$ cat src/rtl/core/pmc_pkg.sv
package pmc_pkg;

	// Field widths
	localparam int POS_W   = 24;
	localparam int QUAT_W  = 16;
	localparam int SPEED_W = 25;
	localparam int TURN_W  = 24;
	localparam int CONF_W  = 17;
	localparam int CFG_W   = 24;

	// Action codes
	localparam logic [1:0] ACT_UPDATE = 2'd0;
	localparam logic [1:0] ACT_STORE  = 2'd1;
	localparam logic [1:0] ACT_CLEAR  = 2'd2;

	// Register indexes
	localparam logic REG_MAX_TRANS = 1'b0;
	localparam logic REG_MAX_ROT   = 1'b1;

	localparam logic [CFG_W-1:0] MAX_TRANS_RST = 24'd6554;
	localparam logic [CFG_W-1:0] MAX_ROT_RST   = 24'd983040;
	localparam logic [QUAT_W-1:0] QUAT_ONE     = 16'sd16384;

	localparam logic [CONF_W-1:0] ONE_Q16        = 17'd65536;
	localparam logic [20:0]       RELIABLE_LIMIT = 21'd393216;

	// Square root unit: 52-bit radicand, one result bit per cycle
	localparam int SQ_IN_W  = 52;
	localparam int SQ_OUT_W = 26;

	// Divider: 40-bit dividend, 24-bit divisor, one quotient bit per cycle
	localparam int DV_NUM_W = 40;
	localparam int DV_DEN_W = 24;

	// CORDIC
	localparam int COR_STEPS = 24;
	localparam int COR_W     = 30;
	localparam int ANG_W     = 27;
	localparam logic [ANG_W-1:0] HALF_MAX = 27'd94371840;

	// Quaternion product accumulators (Q4.28 sums)
	localparam int QACC_W = 33;

	typedef enum logic [3:0] {
		ST_IDLE,
		ST_TSQ,
		ST_TRT,
		ST_TRT_W,
		ST_QMUL,
		ST_VSQ,
		ST_VRT,
		ST_VRT_W,
		ST_COR,
		ST_COR_W,
		ST_UPD,
		ST_DIV,
		ST_DIV_W,
		ST_DONE
	} st_t;

	// One term of the relative quaternion product
	typedef struct packed {
		logic [1:0] a;    // component of the new pose
		logic [1:0] b;    // component of the reference pose
		logic       neg;
	} qterm_t;

	// Terms grouped by four: w, then the three vector parts
	function automatic qterm_t qterm(input logic [3:0] k);
		qterm_t t;
		case (k)
			4'd0:  t = '{2'd0, 2'd0, 1'b0};
			4'd1:  t = '{2'd1, 2'd1, 1'b0};
			4'd2:  t = '{2'd2, 2'd2, 1'b0};
			4'd3:  t = '{2'd3, 2'd3, 1'b0};
			4'd4:  t = '{2'd1, 2'd0, 1'b0};
			4'd5:  t = '{2'd0, 2'd1, 1'b1};
			4'd6:  t = '{2'd2, 2'd3, 1'b1};
			4'd7:  t = '{2'd3, 2'd2, 1'b0};
			4'd8:  t = '{2'd2, 2'd0, 1'b0};
			4'd9:  t = '{2'd0, 2'd2, 1'b1};
			4'd10: t = '{2'd3, 2'd1, 1'b1};
			4'd11: t = '{2'd1, 2'd3, 1'b0};
			4'd12: t = '{2'd3, 2'd0, 1'b0};
			4'd13: t = '{2'd0, 2'd3, 1'b1};
			4'd14: t = '{2'd1, 2'd2, 1'b1};
			default: t = '{2'd2, 2'd1, 1'b0};
		endcase
		return t;
	endfunction

	// Arctangent of 2^-i in Q.20 degrees
	function automatic logic [ANG_W-1:0] atan_q20(input logic [4:0] i);
		logic [ANG_W-1:0] a;
		case (i)
			5'd0:  a = 27'd47185920;
			5'd1:  a = 27'd27855475;
			5'd2:  a = 27'd14718068;
			5'd3:  a = 27'd7471121;
			5'd4:  a = 27'd3750058;
			5'd5:  a = 27'd1876857;
			5'd6:  a = 27'd938658;
			5'd7:  a = 27'd469357;
			5'd8:  a = 27'd234682;
			5'd9:  a = 27'd117342;
			5'd10: a = 27'd58671;
			5'd11: a = 27'd29335;
			5'd12: a = 27'd14668;
			5'd13: a = 27'd7334;
			5'd14: a = 27'd3667;
			5'd15: a = 27'd1833;
			5'd16: a = 27'd917;
			5'd17: a = 27'd458;
			5'd18: a = 27'd229;
			5'd19: a = 27'd115;
			5'd20: a = 27'd57;
			5'd21: a = 27'd29;
			5'd22: a = 27'd14;
			5'd23: a = 27'd7;
			default: a = '0;
		endcase
		return a;
	endfunction

endpackage

$ cat src/rtl/core/pmc_div.sv
// Restoring divider, one quotient bit per cycle
module pmc_div (
	input  logic                          clk,
	input  logic                          arst_n,
	input  logic                          start,
	input  logic [pmc_pkg::DV_NUM_W-1:0]  num,
	input  logic [pmc_pkg::DV_DEN_W-1:0]  den,
	output logic                          done,
	output logic [pmc_pkg::DV_NUM_W-1:0]  quo
);
	import pmc_pkg::*;

	logic [DV_NUM_W-1:0] num_q;
	logic [DV_NUM_W-1:0] quo_q;
	logic [DV_DEN_W-1:0] den_q;
	logic [DV_DEN_W-1:0] rem_q;
	logic [5:0]          cnt_q;
	logic                busy_q;
	logic                done_q;
	logic [DV_DEN_W:0]   r2;
	logic [DV_DEN_W:0]   diff;
	logic                ge;

	// shift in the next dividend bit and try the subtraction
	assign r2   = {rem_q, num_q[DV_NUM_W-1]};
	assign diff = r2 - {1'b0, den_q};
	assign ge   = (r2 >= {1'b0, den_q});

	always_ff @(posedge clk or negedge arst_n) begin
		if (!arst_n) begin
			busy_q <= 1'b0;
			done_q <= 1'b0;
			cnt_q  <= '0;
			num_q  <= '0;
			quo_q  <= '0;
			den_q  <= '0;
			rem_q  <= '0;
		end else if (start) begin
			busy_q <= 1'b1;
			done_q <= 1'b0;
			cnt_q  <= '0;
			num_q  <= num;
			den_q  <= den;
			rem_q  <= '0;
			quo_q  <= '0;
		end else if (busy_q) begin
			num_q <= {num_q[DV_NUM_W-2:0], 1'b0};
			rem_q <= ge ? diff[DV_DEN_W-1:0] : r2[DV_DEN_W-1:0];
			quo_q <= {quo_q[DV_NUM_W-2:0], ge};
			cnt_q <= cnt_q + 6'd1;
			if (cnt_q == 6'(DV_NUM_W - 1)) begin
				busy_q <= 1'b0;
				done_q <= 1'b1;
			end
		end else begin
			done_q <= 1'b0;
		end
	end

	assign done = done_q;
	assign quo  = quo_q;

endmodule

$ cat config.mk
export PLATFORM = sky130hd
export DESIGN_NAME = pmc_div
export DESIGN_NICKNAME = d
export VERILOG_FILES = /design/src/rtl/core/pmc_pkg.sv /design/src/rtl/core/pmc_div.sv
export SDC_FILE = /design/constraint.sdc
export NUM_CORES = 1
export LEC_CHECK = 0
export BUFFER_PORTS_ARGS = -buffer_cell sky130_fd_sc_hd__buf_2
export CORE_ASPECT_RATIO = 1.4
export CORE_MARGIN = 4
export CORE_UTILIZATION = 55
export CTS_BUF_LIST = sky130_fd_sc_hd__clkbuf_8
export DETAILED_ROUTE_END_ITERATION = 12
export PLACE_DENSITY = 0.77
export SYNTH_ARGS = -nofsm -noshare
export SYNTH_HDL_FRONTEND = slang
export SYNTH_SLANG_ARGS = --single-unit
export TNS_END_PERCENT = 1
$ cat constraint.sdc
create_clock -name clk -period 6.1 [get_ports clk]
set_input_delay 1.22 -clock clk [delete_from_list [all_inputs] [get_ports clk]]
set_output_delay 1.22 -clock clk [all_outputs]
set_load 0.02 [all_outputs]
---- After elaboration in Yosys (flattened, before gate mapping) ----
Cells that the tools add are included.
word-level totals
  bits in registers ....................... 136
  logic and storage cells ................. 28
  bits in latches ......................... 0
  bits in writable memories ............... 0
  memories ................................ 0
  input bits .............................. 67
  memory bits (read-only) ................. 0
cells by class
  bitwise gates (word level) .............. 0
  mux-type cells .......................... 15
  add/sub/neg operators ................... 2
  order comparisons ....................... 1
  equality and inequality tests ........... 2
  shift operators ......................... 0
  div/mod/pow operators ................... 0
  $mul .................................... 0
  reductions and logical operators ........ 1
operators with widths
  operator                                                         number
  40-bit two-way mux                                               4
  24-bit two-way mux                                               3
  25-bit by 24-bit greater-or-equal comparator with 1-bit output   1
  24-bit subtractor                                                1
  6-bit two-way mux                                                2
  6-bit by 1-bit adder with 6-bit output, second input constant    1
  6-bit equality test, second input constant                       1
  1-bit two-way mux                                                6
  3-bit by 2-bit != test with 1-bit output, second input constant  1
  2-bit nonzero test                                               1

---- Longest topological paths before layout ----
  depth after elaboration ................. 4
  depth in mapped cells ................... 12

---- Least setup slack after synthesis ----
OpenSTA, ideal clock, no wires.
  kind .................................... flip-flop to flip-flop
  start ................................... reg num_q[39]
  end ..................................... reg rem_q[16]
  path slack .............................. 3458 ps
  clock period less this slack ............ 2642 ps
  buffers on the path ..................... 0
  data required time ...................... 6001 ps
  library setup time ...................... 99 ps
  arrival time ............................ 2542 ps
  cell stages (with the launch flop) ...... 11
  path through ............................ dfrtp_1 inv_1 ha_1 fa_1 nand2b_1 a211oi_1 nor3_1 o21ai_0 o21ai_0 or4b_1 a311oi_1
between the ends
  cells in the longest elaborated chain, start to end .. 4
  elaborated cells on any way between the ends .. 5
  classes of those cells .................. 1 x add/sub; 1 x order compare; 3 x mux
RTL lines
  item                                                                                                 line                          text
  start: declaration                                                                                   pmc_div.sv:13                 logic [DV_NUM_W-1:0] num_q;
  start signal: assignment                                                                             pmc_div.sv:42                 num_q <= num;
  start signal: assignment                                                                             pmc_div.sv:47                 num_q <= {num_q[DV_NUM_W-2:0], 1'b0};
  24-bit subtractor or 25-bit by 24-bit greater-or-equal comparator with 1-bit output (tied branches)  pmc_div.sv:26, pmc_div.sv:27
  24-bit two-way mux (*)                                                                               pmc_div.sv:48                 rem_q <= ge ? diff[DV_DEN_W-1:0] : r2[DV_DEN_W-1:0];
  24-bit two-way mux (*)                                                                               pmc_div.sv:46                 end else if (busy_q) begin
  24-bit two-way mux (*)                                                                               pmc_div.sv:38                 end else if (start) begin
  end signal: assignment                                                                               pmc_div.sv:48
  end: declaration                                                                                     pmc_div.sv:16                 logic [DV_DEN_W-1:0] rem_q;
Every way passes the cells marked *; elsewhere a longest branch is shown, timed or not. The select of a mux whose other input is x is not followed.
A chain may end at the register's enable or synchronous reset.

---- Worst setup path in the final report ----
  start ................................... reg rem_q[3]
  end ..................................... reg rem_q[16]
between the ends
  cells in the longest elaborated chain, start to end .. 4
  elaborated cells on any way between the ends .. 5
  classes of those cells .................. 1 x add/sub; 1 x order compare; 3 x mux
RTL lines
  item                                                                                                 line
  24-bit subtractor or 25-bit by 24-bit greater-or-equal comparator with 1-bit output (tied branches)  pmc_div.sv:26, pmc_div.sv:27
  24-bit two-way mux (*)                                                                               pmc_div.sv:48
  24-bit two-way mux (*)                                                                               pmc_div.sv:46
  24-bit two-way mux (*)                                                                               pmc_div.sv:38
Marked as above.

==> qor.log <==
INFO  grt            grt.overflow.total=0
INFO  setup_path     worstSetupStartpointType=register
INFO  sta            worst-slew-pin-transition=1070ps
INFO  grt            grt_start_max_net_pins=106
INFO  finish         post_route_cells_drive_above_1_share=0.176
INFO  synthesis      post_syn_area_per_cell=9.50µm²
INFO  power_and_ir_drop irDropWorstVdd=158µV
INFO  synthesis      postSynthCellCount=752
INFO  die            core_region_area=0.0128mm²
INFO  placement      io_port_bufs=107
INFO  setup_path     critical_path_arrival=3470ps
INFO  die            top_level_ports=108
INFO  setup_path     critPathMaxStageDelay=590ps
INFO  sta            fin_setup_tns=0ps
INFO  finish         layout-area-overhead-vs-synth=13.8%
INFO  outcome        run_status=complete, no violations
INFO  sta            setup_viol_count_final=0
INFO  die            std_cell_rows=49
INFO  sta            rsz_0062_raised_after_global_routing=no
INFO  finish         most_frequent_cells_in_the_layout=dfrtp_1, buf_2, nand2_1
INFO  placement      placed_cells_incl_taps=971
INFO  power_and_ir_drop swShare=0.287
INFO  cts            cts_tree=done
INFO  finish         antenna_cells=0
INFO  synthesis      ys_types=46
INFO  cts            insertion_delay=430ps
INFO  power_and_ir_drop seq_power_share=0.514
INFO  synthesis      postSynthRegisterBits=136
INFO  placement      detailed_place.area=0.00774mm²
INFO  synthesis      yosysWarnings=0
INFO  finish         postLayoutCoreUtil=0.634
INFO  die            die_y=143µm
INFO  route          drc=0
INFO  route          dr.first_iter.drc_count=293
INFO  finish         instances_no_fill=1003
INFO  sta            slew_viol_final=0
INFO  power_and_ir_drop power_frac_clock=0.374
INFO  cts            cts_buffer_depth=2
INFO  die            die_area=0.0149mm²
INFO  sta            fin_skew=13.2ps
INFO  power_and_ir_drop p_total=1.87mW
INFO  route          via_count=5671
INFO  route          postRouteWirelength=15500µm
INFO  cts            cts_htree_levels=4
INFO  finish         design.final.nets=930
INFO  power_and_ir_drop cellInternalPower=1.33mW
INFO  setup_path     slowest_stage=or4b_1
INFO  route          drt_pass1_iterations=5
INFO  grt            grt_pass1_vias=5934
INFO  setup_path     worst-endpoint-required=6430ps
INFO  route          wl_per_cell=15.4µm
INFO  cts            total_clock_buffers_created_by_cts=17
INFO  synthesis      cell_area_synth=0.00714mm²
INFO  setup_path     setup.worst_path.class=reg -> reg
INFO  sta            fmax=0.318GHz
INFO  route          detail-route-antenna-nets=0
INFO  power_and_ir_drop power.share.combinational=0.111
INFO  sta            period_share=0.515
INFO  route          avgViaCountPerCell=5.65
INFO  cts            tritoncts_num_sinks=136
INFO  placement      hpwlAfterDp=11000µm
INFO  cts            post_cts.resized_instances=0
INFO  power_and_ir_drop cell_pwr_density=230mW/mm²
INFO  power_and_ir_drop cellLeakagePower=4.55nW
INFO  grt            antenna_found_initial=0
INFO  finish         final_instance_area=0.00813mm²
INFO  cts            cts_post_setup_buffers_inserted=0
INFO  finish         mostFrequentLayoutCell=dfrtp_1
INFO  grt            grt_pass1_wl=26600µm
INFO  setup_path     cp-end-kind=register
INFO  setup_path     cp_cell_sequence=ha_1 > nand2_2 > a211oi_2 > o21ai_1 > a31o_1 > a21o_1 > a22o_1 > or4b_1 > a311oi_1
INFO  cts            cts.clk_slew.worst_paths=90ps
INFO  placement      gp_congestion=0.940
INFO  flow_run       max_cap_viol_count=0
INFO  setup_path     reg2reg_slack=2960ps
INFO  synthesis      synth_nets=845
INFO  grt            track_usage=0.215
INFO  setup_path     critPathMaxFanout=13
INFO  sta            hold_viol=0
INFO  sta            maxSlewHeadroom=0.290
INFO  cts            cts_hold_buf=0
INFO  die            initial_core_util=0.557
INFO  sta            finalCriticalPeriod=3140ps
INFO  power_and_ir_drop power.switching=537µW
INFO  min_path       hold_class=reg -> reg
INFO  die            chipWidth=104µm
INFO  cts            root_buffer=clkbuf_8
INFO  synthesis      seq_area_frac_synth=0.476
-- area by class of cell --
type | instances | area, µm²
clock buffers | 18 | 248
clock inverters | 14 | 133
fillers | 1031 | 4690
inverters | 33 | 124
multi-input cells | 537 | 3440
flip-flops and latches | 136 | 3410
well taps | 153 | 191
repair buffers | 112 | 582
-- synthesized netlist by cell type (all sizes together) --
cell type	count	area, µm²
inv	33	124
a221oi	1	8.76
o21a	1	7.51
o41ai	1	8.76
o21bai	2	15.0
dfrtp	136	3400
nor2	90	338
mux2i	90	901
or4b	1	10.0
o211a	1	10.0
o21ai	76	380
ha	25	313
a211oi	16	125
and3	4	25.0
a31o	1	8.76
o311ai	2	17.5
buf	10	40.0
nor4	3	18.8
nor3b	6	45.0
nand3	9	45.0
xnor2	8	70.1
fa	1	20.0
nand4	4	25.0
a22o	1	8.76
xor2	14	123
a311oi	7	61.3
mux2	3	33.8
o211ai	7	52.6
a21o	11	82.6
a311o	2	20.0
nor2b	1	6.26
a31oi	6	37.5
nor3	3	15.0
a21oi	24	120
nand4b	2	17.5
nand2b	8	50.1
nand3b	1	7.51
clkbuf	36	135
nand2	100	378
o31ai	2	15.0
or3	2	12.5
a22oi	1	7.51
-- per-stage QoR --
step | setup WS, ps | hold slack [ps]
floorplan | 3460 | 485
global placement | 3150 | 498
detailed placement | 2990 | 518
CTS | 2970 | 541
global route | 2750 | 554
finish | 2960 | 537
-- power by group through the flow --
stage               Sequential [mW]  Combinational, mW  Clock, mW
detailed placement            0.980              0.209          0
global placement              0.978              0.202          0
floorplan                     0.974              0.138          0
finish                        0.962              0.208      0.700
CTS                           0.962              0.211      0.718
global route                  0.967              0.240      0.761
-- worst paths after layout --
| path | from | to | cells past startpoint |
|---|---|---|---|
| max | rem_q[3]$_DFFE_PN0P_ | rem_q[16]$_DFFE_PN0P_ | 9 |
| min | quo[39]$_DFFE_PN0P_ | quo[39]$_DFFE_PN0P_ | 2 |
| max reg2reg | rem_q[3]$_DFFE_PN0P_ | rem_q[16]$_DFFE_PN0P_ | 9 |
| min reg2reg | quo[39]$_DFFE_PN0P_ | quo[39]$_DFFE_PN0P_ | 2 |
| max in group asynchronous | arst_n | quo[6]$_DFFE_PN0P_ | 2 |
| min in group asynchronous | arst_n | den_q[5]$_DFFE_PN0P_ | 1 |
-- registers in the layout, indices dropped and copies added, names as in the netlist --
name and flops:
num_q 40, quo 40, den_q 24, rem_q 24, cnt_q 6, busy_q 1
done 1
-- worst max-delay path, delay by kind of cell (launching register included) --
family                     cells  cell delay (ps)
adders and majority gates      1              370
DFF                            1              400
and+or+nand+nor                2              700
AOI/OAI and AO/OA              6             1570
-- cells by family after synthesis --
logic type,synth area share
buffers and inverters,0.0419
xor gates and xnor gates,0.0270
muxes,0.131
AOI/OAI and AO/OA,0.138
DFF,0.476
adders and majority gates,0.0466
and+or+nand+nor,0.139
-- metal layers --
layer	global-route usage	wire (µm)	up-vias
met5	0	0	-
li1	-	-	2778
met2	0.381	8010	133
met1	0.252	6350	2721
met4	0.0917	471	0
met3	0.0475	634	39
(Power assumes the default switching activity.)
