===== config.mk =====
export PLATFORM = sky130hd
export DESIGN_NAME = pmc_sqrt
export DESIGN_NICKNAME = d
export VERILOG_FILES = /design/src/rtl/core/pmc_pkg.sv /design/src/rtl/core/pmc_sqrt.sv
export SDC_FILE = /design/constraint.sdc
export NUM_CORES = 1
export LEC_CHECK = 0
export BUFFER_PORTS_ARGS = -buffer_cell sky130_fd_sc_hd__buf_2
export CAP_MARGIN = 20
export CORE_AREA = 2 2 126 128
export DETAILED_ROUTE_END_ITERATION = 8
export DIE_AREA = 0 0 128 130
export GPL_TIMING_DRIVEN = 0
export PLACE_DENSITY = 0.65
export REMOVE_ABC_BUFFERS = 1
export SLEW_MARGIN = 20
export SYNTH_ARGS = -nofsm -noshare
export SYNTH_HDL_FRONTEND = slang
export SYNTH_SLANG_ARGS = --single-unit

===== constraint.sdc =====
create_clock -name clk -period 7.7 [get_ports clk]
set_input_delay 0.385 -clock clk [delete_from_list [all_inputs] [get_ports clk]]
set_output_delay 0.385 -clock clk [all_outputs]
set_load 0.01 [all_outputs]

===== src/rtl/core/pmc_pkg.sv =====
package pmc_pkg;

	// Field widths
	localparam int POS_W   = 24;
	localparam int QUAT_W  = 16;
	localparam int SPEED_W = 25;
	localparam int TURN_W  = 24;
	localparam int CONF_W  = 17;
	localparam int CFG_W   = 24;

	// Action codes
	localparam logic [1:0] ACT_UPDATE = 2'd0;
	localparam logic [1:0] ACT_STORE  = 2'd1;
	localparam logic [1:0] ACT_CLEAR  = 2'd2;

	// Register indexes
	localparam logic REG_MAX_TRANS = 1'b0;
	localparam logic REG_MAX_ROT   = 1'b1;

	localparam logic [CFG_W-1:0] MAX_TRANS_RST = 24'd6554;
	localparam logic [CFG_W-1:0] MAX_ROT_RST   = 24'd983040;
	localparam logic [QUAT_W-1:0] QUAT_ONE     = 16'sd16384;

	localparam logic [CONF_W-1:0] ONE_Q16        = 17'd65536;
	localparam logic [20:0]       RELIABLE_LIMIT = 21'd393216;

	// Square root unit: 52-bit radicand, one result bit per cycle
	localparam int SQ_IN_W  = 52;
	localparam int SQ_OUT_W = 26;

	// Divider: 40-bit dividend, 24-bit divisor, one quotient bit per cycle
	localparam int DV_NUM_W = 40;
	localparam int DV_DEN_W = 24;

	// CORDIC
	localparam int COR_STEPS = 24;
	localparam int COR_W     = 30;
	localparam int ANG_W     = 27;
	localparam logic [ANG_W-1:0] HALF_MAX = 27'd94371840;

	// Quaternion product accumulators (Q4.28 sums)
	localparam int QACC_W = 33;

	typedef enum logic [3:0] {
		ST_IDLE,
		ST_TSQ,
		ST_TRT,
		ST_TRT_W,
		ST_QMUL,
		ST_VSQ,
		ST_VRT,
		ST_VRT_W,
		ST_COR,
		ST_COR_W,
		ST_UPD,
		ST_DIV,
		ST_DIV_W,
		ST_DONE
	} st_t;

	// One term of the relative quaternion product
	typedef struct packed {
		logic [1:0] a;    // component of the new pose
		logic [1:0] b;    // component of the reference pose
		logic       neg;
	} qterm_t;

	// Terms grouped by four: w, then the three vector parts
	function automatic qterm_t qterm(input logic [3:0] k);
		qterm_t t;
		case (k)
			4'd0:  t = '{2'd0, 2'd0, 1'b0};
			4'd1:  t = '{2'd1, 2'd1, 1'b0};
			4'd2:  t = '{2'd2, 2'd2, 1'b0};
			4'd3:  t = '{2'd3, 2'd3, 1'b0};
			4'd4:  t = '{2'd1, 2'd0, 1'b0};
			4'd5:  t = '{2'd0, 2'd1, 1'b1};
			4'd6:  t = '{2'd2, 2'd3, 1'b1};
			4'd7:  t = '{2'd3, 2'd2, 1'b0};
			4'd8:  t = '{2'd2, 2'd0, 1'b0};
			4'd9:  t = '{2'd0, 2'd2, 1'b1};
			4'd10: t = '{2'd3, 2'd1, 1'b1};
			4'd11: t = '{2'd1, 2'd3, 1'b0};
			4'd12: t = '{2'd3, 2'd0, 1'b0};
			4'd13: t = '{2'd0, 2'd3, 1'b1};
			4'd14: t = '{2'd1, 2'd2, 1'b1};
			default: t = '{2'd2, 2'd1, 1'b0};
		endcase
		return t;
	endfunction

	// Arctangent of 2^-i in Q.20 degrees
	function automatic logic [ANG_W-1:0] atan_q20(input logic [4:0] i);
		logic [ANG_W-1:0] a;
		case (i)
			5'd0:  a = 27'd47185920;
			5'd1:  a = 27'd27855475;
			5'd2:  a = 27'd14718068;
			5'd3:  a = 27'd7471121;
			5'd4:  a = 27'd3750058;
			5'd5:  a = 27'd1876857;
			5'd6:  a = 27'd938658;
			5'd7:  a = 27'd469357;
			5'd8:  a = 27'd234682;
			5'd9:  a = 27'd117342;
			5'd10: a = 27'd58671;
			5'd11: a = 27'd29335;
			5'd12: a = 27'd14668;
			5'd13: a = 27'd7334;
			5'd14: a = 27'd3667;
			5'd15: a = 27'd1833;
			5'd16: a = 27'd917;
			5'd17: a = 27'd458;
			5'd18: a = 27'd229;
			5'd19: a = 27'd115;
			5'd20: a = 27'd57;
			5'd21: a = 27'd29;
			5'd22: a = 27'd14;
			5'd23: a = 27'd7;
			default: a = '0;
		endcase
		return a;
	endfunction

endpackage


===== src/rtl/core/pmc_sqrt.sv =====
// Digit-by-digit integer square root, two radicand bits per cycle
module pmc_sqrt (
	input  logic                          clk,
	input  logic                          arst_n,
	input  logic                          start,
	input  logic [pmc_pkg::SQ_IN_W-1:0]   operand,
	output logic                          done,
	output logic [pmc_pkg::SQ_OUT_W-1:0]  root
);
	import pmc_pkg::*;

	localparam int REM_W = SQ_OUT_W + 3;

	logic [SQ_IN_W-1:0]  opnd_q;
	logic [REM_W-1:0]    rem_q;
	logic [SQ_OUT_W-1:0] root_q;
	logic [4:0]          cnt_q;
	logic                busy_q;
	logic                done_q;
	logic [REM_W-1:0]    rem_sh;
	logic [REM_W-1:0]    trial;
	logic                ge;

	// next remainder and trial subtrahend
	assign rem_sh = {rem_q[REM_W-3:0], opnd_q[SQ_IN_W-1 -: 2]};
	assign trial  = {1'b0, root_q, 2'b01};
	assign ge     = (rem_sh >= trial);

	always_ff @(posedge clk or negedge arst_n) begin
		if (!arst_n) begin
			busy_q <= 1'b0;
			done_q <= 1'b0;
			cnt_q  <= '0;
			opnd_q <= '0;
			rem_q  <= '0;
			root_q <= '0;
		end else if (start) begin
			busy_q <= 1'b1;
			done_q <= 1'b0;
			cnt_q  <= '0;
			opnd_q <= operand;
			rem_q  <= '0;
			root_q <= '0;
		end else if (busy_q) begin
			opnd_q <= {opnd_q[SQ_IN_W-3:0], 2'b00};
			rem_q  <= ge ? (rem_sh - trial) : rem_sh;
			root_q <= {root_q[SQ_OUT_W-2:0], ge};
			cnt_q  <= cnt_q + 5'd1;
			if (cnt_q == 5'(SQ_OUT_W - 1)) begin
				busy_q <= 1'b0;
				done_q <= 1'b1;
			end
		end else begin
			done_q <= 1'b0;
		end
	end

	assign done = done_q;
	assign root = root_q;

endmodule


# Word-level counts from Yosys, hierarchy flattened

Index checks and enable logic that the tools add are counted.

Register bits: 112
Input bits: 55
Output and inout bits: 27
Word-level logic and storage cells: 27

Add/sub/neg operators: 2
Order comparisons: 1
Equal/unequal tests: 2
Muxes and demuxes: 15
Reduce and logical (&&, ||, !) cells: 1

Operators by type and width:

| cell                                                                     | count |
|---|---|
| 52-bit two-way mux                                                       | 2 |
| 27-bit two-way mux                                                       | 3 |
| 26-bit two-way mux                                                       | 2 |
| 29-bit by 28-bit >= comparator with 1-bit output                         | 1 |
| 27-bit subtractor                                                        | 1 |
| 5-bit two-way mux                                                        | 2 |
| 1-bit two-way mux                                                        | 6 |
| 5-bit by 1-bit adder with 5-bit output (second input constant)           | 1 |
| 5-bit equality test (second input constant)                              | 1 |
| 3-bit by 2-bit inequality test with 1-bit output (second input constant) | 1 |
| 2-bit nonzero test                                                       | 1 |

# Longest topological paths before layout

Gate-level depths: netlist of the first run.

Depth after elaboration: 4
Gate-level depth with buffers: 13
Gate-level depth less buffers: 10

# Least setup slack after synthesis of the first run

Ideal clock, no wire load.

Kind: flip-flop to flip-flop
Start: reg root_q[4], in the netlist root[4]
End: reg rem_q[26]
Library setup time: 99 ps
Data arrival time: 2,686 ps
Path slack: 4,914 ps
Stages on the path, launching flop included: 13
Buffers on the path: 2
Clock period less this slack: 2,786 ps
Path through: dfrtp_1 -> inv_1 -> ha_1 -> buf_4 -> o21ai_1 -> a21oi_1 -> o211ai_1 -> a211oi_2 -> o221ai_2 -> o211a_1 -> buf_6 -> or4_1 -> a311oi_1

Word-level cells in the longest chain between the ends: 4
Elaborated cells between the ends (all ways): 5

Ends and longest elaborated chain:

| what                                                                                         | line                           | text |
|---|---|---|
| from (decl)                                                                                  | pmc_sqrt.sv:16                 | `logic [SQ_OUT_W-1:0] root_q;` |
| from (signal assigned)                                                                       | pmc_sqrt.sv:47                 | `root_q <= {root_q[SQ_OUT_W-2:0], ge};` |
| 27-bit subtractor / 29-bit by 28-bit >= comparator with 1-bit output (equally long branches) | pmc_sqrt.sv:46, pmc_sqrt.sv:27 |  |
| 27-bit two-way mux *                                                                         | pmc_sqrt.sv:46                 | `rem_q <= ge ? (rem_sh - trial) : rem_sh;` |
| 27-bit two-way mux *                                                                         | pmc_sqrt.sv:44                 | `end else if (busy_q) begin` |
| 27-bit two-way mux *                                                                         | pmc_sqrt.sv:37                 | `end else if (start) begin` |
| to (signal assigned)                                                                         | pmc_sqrt.sv:46                 |  |
| to (decl)                                                                                    | pmc_sqrt.sv:15                 | `logic [REM_W-1:0] rem_q;` |

Every way passes the cells marked *; elsewhere a longest branch is shown, timed or not. The select of a mux whose other input is x is not followed.
A chain may end at the register's enable or synchronous reset.

# Worst setup path after layout of the first run

Start: reg root_q[4], in the netlist root[4]
End: reg rem_q[1]

Word-level cells in the longest chain between the ends: 4

Ends and longest elaborated chain:

| what                                             | line           | text |
|---|---|---|
| 29-bit by 28-bit >= comparator with 1-bit output | pmc_sqrt.sv:27 | `assign ge = (rem_sh >= trial);` |
| 27-bit two-way mux                               | pmc_sqrt.sv:46 |  |
| 27-bit two-way mux                               | pmc_sqrt.sv:44 |  |
| 27-bit two-way mux                               | pmc_sqrt.sv:37 |  |

Every way passes these cells. The select of a mux whose other input is x is not followed.

==> results.toml, run 1 <==
[placed_design]
hpwl_um = 9921
dp.cells = 944
portBuffers = 81
place_congestion = 0.8556
pre_cts_ws_ps = 4300
place_area_um2 = 7218

[global_route]
grt_max_degree = 85
antenna_found_initial = 0
grt_pass1_vias = 5042
track_usage = 0.1745
grt_overflow_total = 0
grt_pass1_wl_um = 24050

[floorplan]
ios = 82
dieArea_um2 = 16640
die_y_um = 130
die_w_um = 128
core.rowCount = 46
initial_core_util = 0.4277
core_um2 = 15420

[yosys]
synth-compound-area-share = 0.1568
synthAdderAreaFrac = 0.05689
synthMuxAreaShare = 0.1458
ys_warn_count = 0
synth_xor_area_frac = 0.03186
synthFlopType = "dfrtp_1"
synth_edf_count = 0
syn_area_um2 = 6598
syn-instance-count = 709
yosys.area_share.simple = 0.1360
synth_area_per_cell_um2 = 9.305
synth_top_family_by_area = "compound AO/OA/AOI/OAI gates"
synth-seq-area-share = 0.4248
synthArstFlopShare = 1.000
ys_ff_latch = 112
synth_cell_type_count = 53

[sta]
final-hold-violation-count = 0
max_freq_ghz = 0.2939
slew_headroom = 0.6066
min_period_ps = 3402
skew_ps = 10.27
rsz0062_at_grt = "false"
hold_slack_ps = 235.6
setup_slack_ps = 4298
period_share = 0.4419
tns_ps = 0
tightest_slew_ps = 590.2
drv_slew = 0
setup_viol = 0

[critical_path]
cp_common_cell = "a211oi_1"
required_ps = 7960
arrival_ps = 3660
worst_path_max_delay_cell = "o211a_2"
path_cells = "inv_1, ha_1, a211oi_1, nand2_1, o211ai_1, a211oi_2, o221ai_2, o211a_2, buf_16, mux2_2, a211oi_1"
regToRegSetupSlack_ps = 4300
cp_max_fo = 18
cp-end-kind = "flop"
start_kind = "flop"
critPathMaxStageDelay_ps = 590
setup.worst_path.class = "flop to flop"

[power]
p_per_area_nw_per_um2 = 321.9
ir_drop_uv = 141.1
power_mw = 2.414
p_leak_nw = 3.993

[route]
antenna_left = 0
drc = 0
wirelength_um = 13860
dr.pass1.iters = 4
via_per_inst = 5.326
drt-initial-drc-count = 242
routedWlPerCell_um = 14.44
vias = 5113

[cells_and_area]
final_layout_size_suffix_gt1_frac = 0.1393
layout_common_cells = "dfrtp_1, mux2i_1, buf_2, nand2_1, nor2_1"
utilization = 0.4862
nNetsFinal = 849
final_area_um2 = 7500
fillers = 1476
multiInputGateArea_um2 = 3480
regArea_um2 = 2806
insertedDiodeCount = 0
layout_commonest_cell = "dfrtp_1"
syn2layout_area_growth_pct = 13.67
final_cells = 960

[clock_network]
cts_root_buf = "clkbuf_16"
cts.clk_slew.worst_paths_ps = 80
htree_levels = 3
post_cts_buffers = 0
clock_latency_ps = 350
numCtsBuffers = 9
cts.path.max_buffers = 2
cts_tree = "built"
cts.sinks = 112

[status]
status = "finished clean"

[worst_hold_path]
hold_class = "input pin to flop"

[run]
maxCapViolCount = 0
-- metal layers --
metal  global-route usage  up-vias  share of wire
met1               0.2384     2388           0.49
met3              0.02870       15          0.042
met4              0.06076        0          0.013
met2               0.2837      108           0.46
li1                     -     2602              -
met5                    0        -              0
-- area by class of cell --
class / count / share of cell area
Tap cell: 192 / 0.03203
Multi-Input combinational cell: 518 / 0.4640
Timing Repair Buffer: 88 / 0.07608
Clock buffer: 12 / 0.03287
Inverter: 35 / 0.01752
Clock inverter: 3 / 0.003337
Sequential cell: 112 / 0.3742
-- critical path: cells and delay by family (launching register included) --
kind	cells	cell delay, ps
flip-flops	1	390
multiplexers	1	340
AND/OR/NAND/NOR	1	80
buffers and inverters	2	300
AO/OA/AOI/OAI	6	1790
adder cells (fa/ha/maj)	1	390
-- cells in the mapped netlist (all sizes together) (3+ instances only) --
cell type    n  area share
a211oi      26       0.030
a21o        10       0.011
a21oi       24       0.018
a311oi       4      0.0053
a31oi        8      0.0076
and2         3      0.0028
buf         16       0.012
clkbuf      28       0.016
dfrtp      112        0.42
ha          30       0.057
inv         35       0.020
mux2i       95        0.14
nand2       79       0.045
nand2b       8      0.0076
nand3       12      0.0091
nand4        4      0.0038
nor2        71       0.040
nor2b        3      0.0028
nor3         6      0.0046
nor3b        3      0.0034
nor4         3      0.0028
o211ai       4      0.0046
o21a         5      0.0057
o21ai       71       0.054
xnor2       13       0.017
xor2        11       0.015
-- final timing paths --
check,from,to,cells after the start
setup / recovery,root[4],rem_q[1],11
hold / removal,operand[24],opnd_q[24],3
setup reg to reg,root[4],rem_q[1],11
hold reg to reg,rem_q[25],rem_q[25],2
max in group asynchronous,arst_n,busy_q,3
min in group asynchronous,arst_n,opnd_q[2],2
-- cells by family after synthesis --
| group | count (synthesis) |
|---|---|
| buffers and inverters | 79 |
| and+or+nand+nor | 203 |
| muxes | 96 |
| AOI/OAI and AO/OA | 165 |
| adders and majority gates | 30 |
| DFF | 112 |
| xor gates and xnor gates | 24 |
-- repair_timing --
action	4_1_cts	5_1_grt
hold buffers	1	0
endpoints found under the hold margin	9	0
gates resized for setup	0	0
-- power by group --
group | switching, mW | internal, mW
logic | 0.668 | 0.568
registers | 0.0599 | 0.672
clock network | 0.217 | 0.230
total | 0.945 | 1.47
-- sequential cells by signal, indices dropped and copies added (netlist names) --
register and flops:
rem_q 27, cnt_q 5, opnd_q 52, busy_q 1, root 26, done 1
No activity file was read; power rests on OpenSTA's default activity.
==> run 2: changes to the inputs <==
Clock period 7.7 ns to 3.37 ns, I/O delays scaled along.
==> run 2 against run 1 <==
Net effect: wire length is 0.14% higher; global-route usage stayed put; cell area is 0.30% higher; clock-buffer cell count did not move; sequential cell count unchanged; register-to-register slack got worse by 4000 ps; non-clock buffer count grew 2; core utilization increased by 0.15 points; via count grew 0.27%; first-iteration DRC count increased by 3.7%; die area is the same; critical endpoint is now rem_q[24].
==> results.toml, run 2 (synthesized netlist as in run 1, its figures left out) <==
[cells_and_area]
top_register = "opnd_q"
insertedDiodeCount = 0
final_layout_size_suffix_gt1_frac = 0.1416
layout_commonest_cell = "dfrtp_1"
final_cells = 962
layout_common_cells = "dfrtp_1, mux2i_1, buf_2, nand2_1, nor2_1"
largest_reg_flops = 52
nNetsFinal = 851
syn2layout_area_growth_pct = 14.01

[floorplan]
dieArea_um2 = 16640
core.rowCount = 46
initial_core_util = 0.4277
core_um2 = 15420
die_w_um = 128
die_y_um = 130
ios = 82

[placed_design]
pre_cts_ws_ps = -30.33
portBuffers = 81
dp.cells = 944
place_congestion = 0.8556
hpwl_um = 9921

[power]
ir_drop_uv = 324.2
p_comb_frac = 0.517
seq_power_share = 0.300
p_sw_mw = 2.171
power_mw = 5.569
pwr-share-clk = 0.183
switching_share = 0.3898
cellInternalPower_mw = 3.398
p_leak_nw = 4.003
p_per_area_nw_per_um2 = 740.3

[global_route]
antenna_found_initial = 0
grt_max_degree = 85
grt_pass1_wl_um = 24050
grt_pass1_vias = 5042
track_usage = 0.1745
grt_overflow_total = 0

[worst_hold_path]
worstHoldPathCells = 3
hold_class = "input pin to flop"

[critical_path]
setup.worst_path.class = "flop to flop"
cp-end-kind = "flop"
cp-endpoint = "rem_q[24]"
r2r_cells = 10
start_kind = "flop"
rr_endpoint = "rem_q[24]"
regToRegSetupSlack_ps = 270
cp_max_fo = 4
arrival_ps = 3360
required_ps = 3630
r2r-start = "root[0]"
critical_path.startpoint = "root[0]"

[sta]
min_period_ps = 3098
final-hold-violation-count = 0
period_share = 0.9193
setup_slack_ps = 272.0
max_freq_ghz = 0.3228
slew_headroom = 0.6161
rsz0062_at_grt = "false"
tightest_slew_ps = 575.8
skew_ps = 9.584
setup_viol = 0
drv_slew = 0

[status]
status = "finished clean"

[route]
drt-initial-drc-count = 251
via_per_inst = 5.330
routedWlPerCell_um = 14.43
drc = 0
dr.pass1.iters = 4
wirelength_um = 13880
vias = 5127
antenna_left = 0

[run]
maxCapViolCount = 0

[clock_network]
htree_levels = 3
cts.sinks = 112
cts_root_buf = "clkbuf_16"
numCtsBuffers = 9
cts.clk_slew.worst_paths_ps = 70
cts_tree = "built"
cts.path.max_buffers = 2
clock_latency_ps = 350
-- run 2: cell types whose count changed in the layout (fill, tap and decap cells not counted) --
cell / change
buf_4: +2
o211a_2: -1
o211a_4: +1
-- run 2: critical path, stage by stage (launching register included) --
cell	delay, ps
dfrtp_1	390
inv_1	80
ha_1	350
or2b_1	260
a21oi_1	270
o41a_1	290
a221oi_2	120
o21ai_0	460
a311oi_1	170
a2111o_1	370
a311oi_1	250
-- run 2: per-layer routing --
metal  vias up  global-route usage  share of wire  wire length (um)
met4         0             0.06076          0.013               185
met1      2396              0.2384           0.48              6718
met3        14             0.02870          0.046               642
met2       113              0.2837           0.46              6332
li1       2604                   -              -                 -
met5         -                   0              0                 0
-- run 2: worst min path at each step --
stage | to | slack, ps | startpoint
global placement | opnd_q[18] | 380 | operand[18]
floorplan | busy_q | -130 | arst_n
global route | opnd_q[48] | 20 | operand[48]
detailed placement | opnd_q[2] | 160 | arst_n
CTS | opnd_q[41] | 10 | operand[41]
finish | opnd_q[24] | 20 | operand[24]
-- run 2: layout make-up --
class / count / area, um^2
clock buffer: 12 / 246.5
clock inverter: 3 / 25.02
fill: 1476 / 7903
inverter: 35 / 131.4
multi-input combinational: 518 / 3487
sequential: 112 / 2806
tap: 192 / 240.2
timing repair buffer: 90 / 585.6
-- run 2: through the flow --
step	hold WS (ps)	TNS, ps	instance area [um^2]	utilization
final	16.69	0	7522	0.4877
after global routing	19.21	0	7522	0.4877
after CTS	9.545	0	7507	0.4867
after detailed placement	156.2	-30.33	7218	0.4680
after global placement	375.2	-192300	7059	0.4577
after floorplan	-127.1	-71270	6414	-
-- run 2: what timing repair did --
action | CTS | global route
setup buffers | 0 | 2
setup endpoints to repair | 1 | 1
cloned | 0 | 0
resized for setup | 1 | 0
hold endpoints to repair | 52 | 0
hold buffers | 1 | 0
-- run 2: power by group through the flow --
stage	combinational (mW)	sequential, mW	clock [mW]
after floorplan	2.16	1.66	0
after global placement	2.71	1.69	0
after global routing	3.20	1.70	1.11
after detailed placement	2.81	1.70	0
final	2.88	1.67	1.02
after CTS	2.85	1.67	1.06
==> run 3: changes to the inputs <==
Settings changed: CTS_CLUSTER_DIAMETER set to 80, RECOVER_POWER set to 50.
==> run 3 against run 2 <==
Net effect: critical path depth did not move; clock power about the same; critical endpoint unchanged; register-to-register slack got worse by 20 ps; the run now ends with max-capacitance violations, max-slew violations left; maximum frequency decreased by 0.70%.
==> results.toml, run 3 (synthesized netlist as in run 1, its figures left out) <==
[critical_path]
setup.worst_path.class = "flop to flop"
critical_path.startpoint = "root[0]"
rr_endpoint = "rem_q[24]"
cp-endpoint = "rem_q[24]"
r2r_cells = 10
cp_max_fo = 4
worst_path_max_delay_cell = "o21ai_0"
cp-end-kind = "flop"
path_cells = "inv_1, ha_1, or2b_1, a21oi_1, o41a_1, a221oi_2, o21ai_0, a311oi_1, a2111o_1, a311oi_1"
start_kind = "flop"
critPathMaxStageDelay_ps = 470
worst-path-stages = 10
cp_common_cell = "a311oi_1"
critPathTopFamily = "compound AO/OA/AOI/OAI gates"
r2r-start = "root[0]"
regToRegSetupSlack_ps = 250
arrival_ps = 3380
required_ps = 3630
path_buf_inv = 1

[sta]
setup_viol = 0
final-hold-violation-count = 0
min_period_ps = 3120
slew_headroom = -0.6227
tightest_slew_ps = 2434
setup_slack_ps = 250.0
skew_ps = 9.534
tns_ps = 0
drv_slew = 53
rsz0062_at_grt = "false"
period_share = 0.9258
max_freq_ghz = 0.3205

[floorplan]
die_w_um = 128
core_um2 = 15420
die_y_um = 130
dieArea_um2 = 16640
core.rowCount = 46
ios = 82
initial_core_util = 0.4277

[cells_and_area]
nNetsFinal = 851
layout_common_cells = "dfrtp_1, mux2i_1, nand2_1, nor2_1, o21ai_0"
final_layout_size_suffix_gt1_frac = 0.1078
utilization = 0.4854
insertedDiodeCount = 0
layout_commonest_cell = "dfrtp_1"
top_register = "opnd_q"
largest_reg_flops = 52
final_area_um2 = 7487
fillers = 1488
syn2layout_area_growth_pct = 13.48

[global_route]
grt_pass1_wl_um = 24050
antenna_found_initial = 0
grt_pass1_vias = 5042
track_usage = 0.1745
grt_max_degree = 85
grt_overflow_total = 0

[worst_hold_path]
hold_class = "input pin to flop"

[clock_network]
cts.path.max_buffers = 2
cts.sinks = 112
htree_levels = 3
cts.clk_slew.worst_paths_ps = 70
clock_latency_ps = 350
cts_root_buf = "clkbuf_16"
cts_tree = "built"
numCtsBuffers = 9

[power]
p_per_area_nw_per_um2 = 743.4
p_leak_nw = 3.898
pwr-share-clk = 0.183
seq_power_share = 0.300
cellInternalPower_mw = 3.395
p_sw_mw = 2.172
ir_drop_uv = 323.9
switching_share = 0.3901
p_comb_frac = 0.517

[status]
violations = "max-capacitance violations, max-slew violations"
status = "finished, violations left"

[route]
wirelength_um = 13900
via_per_inst = 5.336
dr.pass1.iters = 4
drc = 0
drt-initial-drc-count = 251
antenna_left = 0
routedWlPerCell_um = 14.45
vias = 5133

[placed_design]
pre_cts_ws_ps = -30.33
portBuffers = 81
hpwl_um = 9921
place_area_um2 = 7218
place_congestion = 0.8556

[run]
maxCapViolCount = 1
-- run 3: cell types whose count changed in the layout (fill, tap and decap cells not counted) --
cell	change
buf_2	-24
buf_6	-1
clkbuf_1	+24
clkdlybuf4s15_1	+1
dfrtp_1	+1
dfrtp_4	-1
-- run 3: through the flow --
step	instances	hold WS (ps)	total power, mW
final	962	19.13	5.566
after global placement	938	375.2	4.403
after floorplan	665	-127.1	3.826
after global routing	962	19.21	6.007
after detailed placement	944	156.2	4.506
after CTS	960	9.545	5.578
-- run 3: worst min path at each step --
stage / from / to / cells after the start
floorplan: arst_n / busy_q / 0
global placement: operand[18] / opnd_q[18] / 3
detailed placement: arst_n / opnd_q[2] / 1
CTS: operand[41] / opnd_q[41] / 3
global route: operand[48] / opnd_q[48] / 3
finish: operand[24] / opnd_q[24] / 3
-- run 3: final cells by class --
type | instances | area, um^2 | share of cell area
well taps | 192 | 240.2 | 0.03209
multi-input cells | 518 | 3487 | 0.4657
clock inverters | 3 | 25.02 | 0.003342
flip-flops and latches | 112 | 2803 | 0.3743
clock buffers | 12 | 246.5 | 0.03292
repair buffers | 90 | 554.3 | 0.07403
inverters | 35 | 131.4 | 0.01755
-- run 3: worst min-delay path, cell delays in order --
cell	delay [ps]
buf_2	70
nand2_1	40
o21ai_0	50
-- run 3: what timing repair did --
item	4_1_cts	5_1_grt
hold buffers	1	0
setup endpoints to repair	1	1
hold endpoints to repair	52	0
resized for setup	1	0
setup buffers	0	2
-- run 3: power by group through the flow --
stage | registers [mW] | clock network (mW) | logic (mW)
after global routing | 1.70 | 1.11 | 3.20
after CTS | 1.67 | 1.06 | 2.85
after global placement | 1.69 | 0 | 2.71
final | 1.67 | 1.02 | 2.88
after floorplan | 1.66 | 0 | 2.16
after detailed placement | 1.70 | 0 | 2.81
-- run 3: metal layers --
metal,wire length (um),track usage,share of wire,vias to the layer above
met4,216,0.06076,0.016,0
met1,6812,0.2384,0.49,2407
met5,0,0,0,-
met3,582,0.02870,0.042,18
li1,-,-,-,2600
met2,6293,0.2837,0.45,108
